**src/hw/rtl/c128_pkg.sv**
```systemverilog
// ----------------------------------------------------------------------------
// c128_pkg
// Shared types, constants and the symbol width table of the Code 128 set B
// module encoder.
// ----------------------------------------------------------------------------
package c128_pkg;

    localparam int unsigned SYMBOL_COUNT = 106;
    localparam int unsigned CHECK_MOD    = 103;
    localparam int unsigned CODE_OFFSET  = 32;
    localparam int unsigned START_B      = 104;

    localparam logic [7:0]  CODE_LOW       = 8'(CODE_OFFSET);
    localparam logic [7:0]  CODE_HIGH      = 8'(CODE_OFFSET + SYMBOL_COUNT - 1);
    localparam logic [6:0]  START_VALUE    = 7'(START_B);
    localparam logic [6:0]  CHECK_INIT     = 7'(START_B % CHECK_MOD);
    localparam logic [6:0]  POS_LAST       = 7'(CHECK_MOD - 1);
    localparam logic [7:0]  CHECK_MOD_W    = 8'(CHECK_MOD);
    // floor(2^16 / 103), kept below the true reciprocal so the quotient
    // estimate is never too large
    localparam logic [9:0]  RECIP_103      = 10'((1 << 16) / CHECK_MOD);
    localparam logic [12:0] STOP_PATTERN   = 13'h18EB;
    localparam logic [3:0]  STOP_MODULES   = 4'd13;
    localparam logic [3:0]  SYMBOL_MODULES = 4'd11;

    typedef enum logic [2:0] {
        KIND_START  = 3'd0,
        KIND_DATA   = 3'd1,
        KIND_CHECK  = 3'd2,
        KIND_STOP   = 3'd3,
        KIND_REJECT = 3'd4
    } t_kind;

    // Decoded request handed from the front end to the result sequencer.
    typedef struct packed {
        logic       need_start;
        t_kind      main_kind;
        logic [6:0] main_value;
        logic       has_stop;
    } t_item;

    // Bar/space widths, one octal digit per element, bar first.
    localparam logic [17:0] WIDTHS [SYMBOL_COUNT] = '{
        18'o212222, 18'o222122, 18'o222221, 18'o121223, 18'o121322,
        18'o131222, 18'o122213, 18'o122312, 18'o132212, 18'o221213,
        18'o221312, 18'o231212, 18'o112232, 18'o122132, 18'o122231,
        18'o113222, 18'o123122, 18'o123221, 18'o223211, 18'o221132,
        18'o221231, 18'o213212, 18'o223112, 18'o312131, 18'o311222,
        18'o321122, 18'o321221, 18'o312212, 18'o322112, 18'o322211,
        18'o212123, 18'o212321, 18'o232121, 18'o111323, 18'o131123,
        18'o131321, 18'o112313, 18'o132113, 18'o132311, 18'o211313,
        18'o231113, 18'o231311, 18'o112133, 18'o112331, 18'o132131,
        18'o113123, 18'o113321, 18'o133121, 18'o313121, 18'o211331,
        18'o231131, 18'o213113, 18'o213311, 18'o213131, 18'o311123,
        18'o311321, 18'o331121, 18'o312113, 18'o312311, 18'o332111,
        18'o314111, 18'o221411, 18'o431111, 18'o111224, 18'o111422,
        18'o121124, 18'o121421, 18'o141122, 18'o141221, 18'o112214,
        18'o112412, 18'o122114, 18'o122411, 18'o142112, 18'o142211,
        18'o241211, 18'o221114, 18'o413111, 18'o241112, 18'o134111,
        18'o111242, 18'o121142, 18'o121241, 18'o114212, 18'o124112,
        18'o124211, 18'o411212, 18'o421112, 18'o421211, 18'o212141,
        18'o214121, 18'o412121, 18'o111143, 18'o111341, 18'o131141,
        18'o114113, 18'o114311, 18'o411113, 18'o411311, 18'o113141,
        18'o114131, 18'o311141, 18'o411131, 18'o211412, 18'o211214,
        18'o211232
    };

    // Expand a symbol value into its 11 modules, first module in bit 10.
    function automatic logic [10:0] symbol_pattern(input logic [6:0] value);
        logic [17:0] w;
        logic [10:0] bits;
        logic [2:0]  n;
        w    = (value < 7'(SYMBOL_COUNT)) ? WIDTHS[value] : '0;
        bits = '0;
        for (int i = 0; i < 6; i++) begin
            n    = w[17 - 3 * i -: 3];
            bits = bits << n;
            if ((i & 1) == 0) begin
                bits = bits | 11'((12'd1 << n) - 12'd1);
            end
        end
        return bits;
    endfunction

endpackage

```
**src/hw/rtl/c128_check.sv**
```systemverilog
// ----------------------------------------------------------------------------
// c128_check
// Weighted check sum: position counter, value * position product register
// and a modulo-103 fold of the pending product into the running sum.
// ----------------------------------------------------------------------------
module c128_check (
    input  logic       i_clk,
    input  logic       i_rst_n,
    input  logic       i_data_acc,
    input  logic       i_end_acc,
    input  logic [6:0] i_value,
    output logic [6:0] o_check
);
    import c128_pkg::*;

    logic [6:0]  r_pos;
    logic [6:0]  n_pos;
    logic [13:0] r_prod;
    logic [13:0] n_prod;
    logic [6:0]  r_check;
    logic [13:0] w_sum;
    logic [23:0] w_scaled;
    logic [6:0]  w_quot;
    logic [13:0] w_rem_full;
    logic [7:0]  w_rem;
    logic [6:0]  w_fold;

    assign n_pos  = (r_pos == POS_LAST) ? 7'd0 : r_pos + 7'd1;
    assign n_prod = 14'(i_value) * 14'(n_pos);

    // fold the product of the last accepted character into the sum
    assign w_sum      = 14'(r_check) + r_prod;
    assign w_scaled   = 24'(w_sum) * 24'(RECIP_103);
    assign w_quot     = w_scaled[22:16];
    assign w_rem_full = w_sum - 14'(w_quot) * 14'(CHECK_MOD_W);
    assign w_rem      = w_rem_full[7:0];
    assign w_fold     = (w_rem >= CHECK_MOD_W) ? 7'(w_rem - CHECK_MOD_W) : w_rem[6:0];

    assign o_check = w_fold;

    always_ff @(posedge i_clk) begin
        if (!i_rst_n) begin
            r_pos   <= '0;
            r_prod  <= '0;
            r_check <= CHECK_INIT;
        end else if (i_end_acc) begin
            r_pos   <= '0;
            r_prod  <= '0;
            r_check <= CHECK_INIT;
        end else begin
            r_check <= w_fold;
            if (i_data_acc) begin
                r_pos  <= n_pos;
                r_prod <= n_prod;
            end else begin
                r_prod <= '0;
            end
        end
    end

endmodule

```
**src/hw/rtl/c128_emit.sv**
```systemverilog
// ----------------------------------------------------------------------------
// c128_emit
// Result sequencer: holds one decoded request and sends its start, main and
// stop results, one per cycle unless i_ready stalls the output register.
// ----------------------------------------------------------------------------
module c128_emit (
    input  logic        i_clk,
    input  logic        i_rst_n,
    input  logic        i_load,
    input  c128_pkg::t_item i_item,
    output logic        o_can_load,
    output logic        o_valid,
    input  logic        i_ready,
    output logic [12:0] o_pattern,
    output logic [3:0]  o_module_count,
    output logic [2:0]  o_kind,
    output logic        o_last
);
    import c128_pkg::*;

    // slot 0 start, slot 1 main result, slot 2 stop
    logic [2:0]  r_slots;
    logic [6:0]  r_value;
    t_kind       r_main_kind;
    logic [2:0]  w_pick;
    logic [2:0]  w_left;
    logic        w_advance;
    logic        r_out_vld;
    logic [12:0] r_pattern;
    logic [3:0]  r_count;
    t_kind       r_kind;
    logic        r_last;
    logic [12:0] n_pattern;
    logic [3:0]  n_count;
    t_kind       n_kind;

    assign w_advance  = (|r_slots) && (!r_out_vld || i_ready);
    assign w_pick     = r_slots & (~r_slots + 3'd1);
    assign w_left     = r_slots & ~w_pick;
    assign o_can_load = (r_slots == '0) || (w_advance && (w_left == '0));

    always_comb begin
        n_pattern = '0;
        n_count   = '0;
        n_kind    = KIND_REJECT;
        priority if (w_pick[0]) begin
            n_pattern = 13'(symbol_pattern(START_VALUE));
            n_count   = SYMBOL_MODULES;
            n_kind    = KIND_START;
        end else if (w_pick[1]) begin
            n_kind = r_main_kind;
            if (r_main_kind != KIND_REJECT) begin
                n_pattern = 13'(symbol_pattern(r_value));
                n_count   = SYMBOL_MODULES;
            end
        end else begin
            n_pattern = STOP_PATTERN;
            n_count   = STOP_MODULES;
            n_kind    = KIND_STOP;
        end
    end

    always_ff @(posedge i_clk) begin
        if (!i_rst_n) begin
            r_slots   <= '0;
            r_out_vld <= 1'b0;
        end else begin
            if (i_load) begin
                r_slots <= {i_item.has_stop, 1'b1, i_item.need_start};
            end else if (w_advance) begin
                r_slots <= w_left;
            end
            if (w_advance) begin
                r_out_vld <= 1'b1;
            end else if (i_ready) begin
                r_out_vld <= 1'b0;
            end
        end
    end

    always_ff @(posedge i_clk) begin
        if (i_load) begin
            r_value     <= i_item.main_value;
            r_main_kind <= i_item.main_kind;
        end
        if (w_advance) begin
            r_pattern <= n_pattern;
            r_count   <= n_count;
            r_kind    <= n_kind;
            r_last    <= (w_left == '0);
        end
    end

    assign o_valid        = r_out_vld;
    assign o_pattern      = r_pattern;
    assign o_module_count = r_count;
    assign o_kind         = r_kind;
    assign o_last         = r_last;

endmodule

```
**src/hw/rtl/code128b_module_encoder.sv**
```systemverilog
// ----------------------------------------------------------------------------
// code128b_module_encoder
// Code 128 set B encoder: characters in, bar/space module patterns out.
//
//   channel  | handshake         | payload
//   ---------+-------------------+------------------------------------------
//   request  | i_valid / o_ready | i_cmd, i_char_code
//   result   | o_valid / i_ready | o_pattern, o_module_count, o_kind, o_last
//
// Each request yields one to three results; the output register sends one
// result per cycle while the result channel is not stalled. A request enters
// while the last result of the one before is sent. A request is held in the
// slot register first, and its results then pass through the output register.
// Reset clears the message state (no start sent, position 0, sum 1).
// A stalled result channel holds the output register and the pending request.
// ----------------------------------------------------------------------------
module code128b_module_encoder (
    input  logic        i_clk,
    input  logic        i_rst_n,
    input  logic        i_valid,
    output logic        o_ready,
    input  logic        i_cmd,
    input  logic [7:0]  i_char_code,
    output logic        o_valid,
    input  logic        i_ready,
    output logic [12:0] o_pattern,
    output logic [3:0]  o_module_count,
    output logic [2:0]  o_kind,
    output logic        o_last
);
    import c128_pkg::*;

    logic       r_started;
    logic       w_accept;
    logic       w_char_ok;
    logic [6:0] w_value;
    logic [6:0] w_check;
    t_item      w_item;

    assign w_accept  = i_valid && o_ready;
    assign w_char_ok = (i_char_code >= CODE_LOW) && (i_char_code <= CODE_HIGH);
    assign w_value   = 7'(i_char_code - CODE_LOW);

    always_comb begin
        w_item.need_start = !r_started;
        w_item.has_stop   = i_cmd;
        if (i_cmd) begin
            w_item.main_kind  = KIND_CHECK;
            w_item.main_value = w_check;
        end else begin
            w_item.main_kind  = w_char_ok ? KIND_DATA : KIND_REJECT;
            w_item.main_value = w_value;
        end
    end

    // end of message returns to the no-start state
    always_ff @(posedge i_clk) begin
        if (!i_rst_n) begin
            r_started <= 1'b0;
        end else if (w_accept) begin
            r_started <= !i_cmd;
        end
    end

    c128_check u_check (
        .i_clk      (i_clk),
        .i_rst_n    (i_rst_n),
        .i_data_acc (w_accept && !i_cmd && w_char_ok),
        .i_end_acc  (w_accept && i_cmd),
        .i_value    (w_value),
        .o_check    (w_check)
    );

    c128_emit u_emit (
        .i_clk          (i_clk),
        .i_rst_n        (i_rst_n),
        .i_load         (w_accept),
        .i_item         (w_item),
        .o_can_load     (o_ready),
        .o_valid        (o_valid),
        .i_ready        (i_ready),
        .o_pattern      (o_pattern),
        .o_module_count (o_module_count),
        .o_kind         (o_kind),
        .o_last         (o_last)
    );

endmodule

```
**config.mk**
```make
export PLATFORM = sky130hd
export DESIGN_NAME = code128b_module_encoder
export DESIGN_NICKNAME = d
export VERILOG_FILES = /design/src/hw/rtl/c128_pkg.sv /design/src/hw/rtl/c128_check.sv /design/src/hw/rtl/c128_emit.sv /design/src/hw/rtl/code128b_module_encoder.sv
export SDC_FILE = /design/constraint.sdc
export NUM_CORES = 1
export LEC_CHECK = 0
export BUFFER_PORTS_ARGS = -buffer_cell sky130_fd_sc_hd__buf_2
export CAP_MARGIN = 10
export CORE_ASPECT_RATIO = 1.4
export CORE_MARGIN = 4
export CORE_UTILIZATION = 56
export CTS_BUF_LIST = sky130_fd_sc_hd__clkbuf_4 sky130_fd_sc_hd__clkbuf_8
export CTS_CLUSTER_DIAMETER = 50
export CTS_CLUSTER_SIZE = 8
export DETAILED_ROUTE_END_ITERATION = 8
export HOLD_SLACK_MARGIN = 0.05
export PLACE_DENSITY = 0.83
export SYNTH_ARGS = -nofsm -noshare
export SYNTH_HDL_FRONTEND = slang
export SYNTH_HIERARCHICAL = 1
export SYNTH_SLANG_ARGS = --single-unit
```
**constraint.sdc**
```tcl
create_clock -name i_clk -period 15 [get_ports i_clk]
set_input_delay 0.75 -clock i_clk [delete_from_list [all_inputs] [get_ports i_clk]]
set_output_delay 0.75 -clock i_clk [all_outputs]
set_load 0.05 [all_outputs]
```
==> out/metrics.cfg <==
[finish]
area_growth_pct = 3.53
fin_util = 0.593
layout_common_cells = inv_1 (170), nand2_1 (145), nor2_1 (144)
nets = 1809
layout-drive-gt1-share = 0.0982
antenna_cells = 0
final_common_cell = inv_1
nFillCells = 1937
stdcell_count = 1906

[timing]
fin_crit_sh = 0.722
report.final.hold_viol_count = 0
worst_pin_slew_ns = 1.09
finalCriticalPeriod_ns = 10.83
tns_ns = 0
finalMaxSlewViolations = 0
skew_ns = 0.00458
relSlewSlack = 0.267
fmax_ghz = 0.0923
rsz0062_at_grt = false
worst_slack_ns = 4.17
setup_viol = 0

[synthesis]
synth_area_leaders = ha_1 (12%), fa_1 (11%), edfxtp_1 (6.7%)
synthArstFlopShare = 0
netlist_area_um2 = 12600
ys_seq_area_frac = 0.119
synth_cell_type_count = 110
synth_top_area_frac = 0.123
synth-seq-cells = 61
synth_compound_area_frac = 0.277
yosys.area_share.simple = 0.214
synthXorXnorAreaFrac = 0.0496
synth.area.mux_share = 0.0200
synth_cells = 1627
yosys_warnings = 6
synth_top_area_cell = ha_1
synth-main-ff-cell = dfxtp_1
synth_fp_nets = 1832
synth_enable_flop_cells = 28
synth_top_family_by_area = compound AO/OA/AOI/OAI gates
yosys.area_share.adder = 0.232
syn_area_per_cell_um2 = 7.76

[status]
outcome = completed

[die]
ios = 36
die_w_um = 135
die_area_um2 = 25000
row_count = 64
die_h_um = 186
start_util = 0.573
core-area_um2 = 22000

[clock_tree]
cts_sinks = 61
cts_max_path_buffers = 2
cts_tree = done
insertion_delay_ns = 0.34
clk_pin_slew_ns = 0.07
numCtsBuffers = 9
ctsResizeCount = 0
cts-root-buf = clkbuf_8
ctsHoldBuffers = 0
postCtsSetupRepairBufs = 0
htree_levels = 3

[hold_path]
min_path_type = flip-flop to flip-flop

[global_route]
antenna_found_initial = 0
grt_usage = 0.279
grt_first_pass_wirelength_mm = 58.4
grt_pass1_vias = 12298
grt_overflow = 0
grt_max_degree = 80

[run]
max_cap_violations = 0

[placed_design]
place.gp.congestion = 1.04
place_worst_setup_slack_ns = 4.26
port_buffers = 35
hpwl_mm = 26.9
dp_cells = 1890

[worst_setup_path]
critPathKind = flip-flop to flip-flop
r2r_cells = 42
crit_slowest_cell = xor2_1
worstPathRequired_ns = 15.09
r2r-end = u_emit/r_value[4]
critPathLaunchType = flip-flop
cp-startpoint = u_check/r_prod[0]
critical_path.top_delay_family = adder cells
r2r_start = u_check/r_prod[0]
crit_path_end_kind = flip-flop
path_max_fanout = 9
regToRegSetupSlack_ns = 4.17
path_buf_inv = 4
critPathCapture = u_emit/r_value[4]
slowest_delay_ns = 0.79
worstPathArrival_ns = 10.92
cp_common_cell = ha_1
cp.depth = 42

[detailed_routing]
routed_wl_mm = 35.3
antenna_left = 0
vias_per_cell = 6.55
vias = 12483
wl_per_cell_um = 18.5
drc_errors = 0
first_pass_iters = 6
drtIter0Drc = 1340

## per-layer routing
layer	share of wire	up-vias	wire length, um	track usage
met5	0	-	0	0
met4	0.064	0	2260	0.161
met3	0.067	203	2370	0.0330
met2	0.51	681	17800	0.507
met1	0.36	5778	12800	0.315
li1	-	5821	-	-
## final cells by class
cell class / instances / area (um^2) / area share
Multi-Input combinational cell: 1304 / 10000 / 0.767
Clock buffer: 9 / 124 / 0.00948
Sequential cell: 61 / 1500 / 0.115
Timing Repair Buffer: 55 / 325 / 0.0249
Clock inverter: 7 / 75.1 / 0.00574
Tap cell: 297 / 372 / 0.0284
Inverter: 173 / 649 / 0.0497
## synth_stat cells (7+ instances only)
| library cell | n |
|---|---|
| a21oi_1 | 85 |
| and2_1 | 32 |
| o2111ai_1 | 14 |
| o22ai_1 | 11 |
| mux2_2 | 8 |
| o211ai_1 | 24 |
| o21ai_1 | 9 |
| nor3_1 | 35 |
| xnor2_1 | 39 |
| a211o_1 | 9 |
| dfxtp_1 | 33 |
| xor2_1 | 26 |
| nand3_1 | 39 |
| nor4_1 | 10 |
| o21bai_1 | 9 |
| a21boi_0 | 12 |
| o21a_1 | 13 |
| a211oi_1 | 18 |
| inv_1 | 170 |
| buf_6 | 9 |
| ha_1 | 124 |
| buf_2 | 25 |
| buf_1 | 10 |
| a31oi_1 | 23 |
| or2_2 | 16 |
| nor2_1 | 144 |
| and3_1 | 11 |
| or3_1 | 7 |
| o31ai_1 | 18 |
| fa_1 | 68 |
| nand2b_1 | 19 |
| a2111oi_0 | 8 |
| nand2_1 | 145 |
| a21o_1 | 20 |
| edfxtp_1 | 28 |
| o21ai_0 | 83 |
| clkbuf_1 | 39 |
| mux2i_1 | 14 |
| nand4_1 | 22 |
| nor2b_1 | 25 |
## cells by family after synthesis
logic type      Yosys count
buf+inv                 262
mux                      23
flops                    61
simple gates            543
xor+xnor                 68
fa+ha+maj               194
compound gates          476
## metrics by stage
step	cell area (um^2)	hold slack [ns]
6_report	13100	0.545
5_1_grt	13100	0.597
4_1_cts	13100	0.543
3_5_place_dp	12900	0.525
3_3_place_gp	12900	0.493
2_1_floorplan	12600	0.478
## registers in the layout, summed over array words and instances, names as in the netlist
signal,count
r_started,1
u_check/r_check,7
u_check/r_pos,7
u_check/r_prod,14
u_emit/o_kind,3
u_emit/o_last,1
u_emit/o_module_count,2
u_emit/o_pattern,12
u_emit/o_valid,1
u_emit/r_main_kind,3
u_emit/r_slots,3
u_emit/r_value,7
## worst min-delay path by stage
stage | slack, ns | cells after the start | to | start
floorplan | 0.48 | 2 | r_started | r_started
global placement | 0.49 | 2 | r_started | r_started
detailed placement | 0.52 | 2 | r_started | r_started
CTS | 0.54 | 2 | r_started | r_started
global route | 0.60 | 1 | u_emit/o_kind[2] | u_emit/r_main_kind[2]
finish | 0.55 | 2 | r_started | r_started
## worst reg2reg max path, delay by kind of cell (launching register included)
kind | cells | cell delay [ns]
xor gates and xnor gates | 8 | 2.34
DFF | 1 | 0.30
adders and majority gates | 11 | 3.99
AOI/OAI and AO/OA | 11 | 2.26
muxes | 1 | 0.26
buffers and inverters | 4 | 0.20
and+or+nand+nor | 7 | 1.24
Power is not shown: default switching activity piles up to over one toggle a cycle in this logic, so the estimate is an artifact.
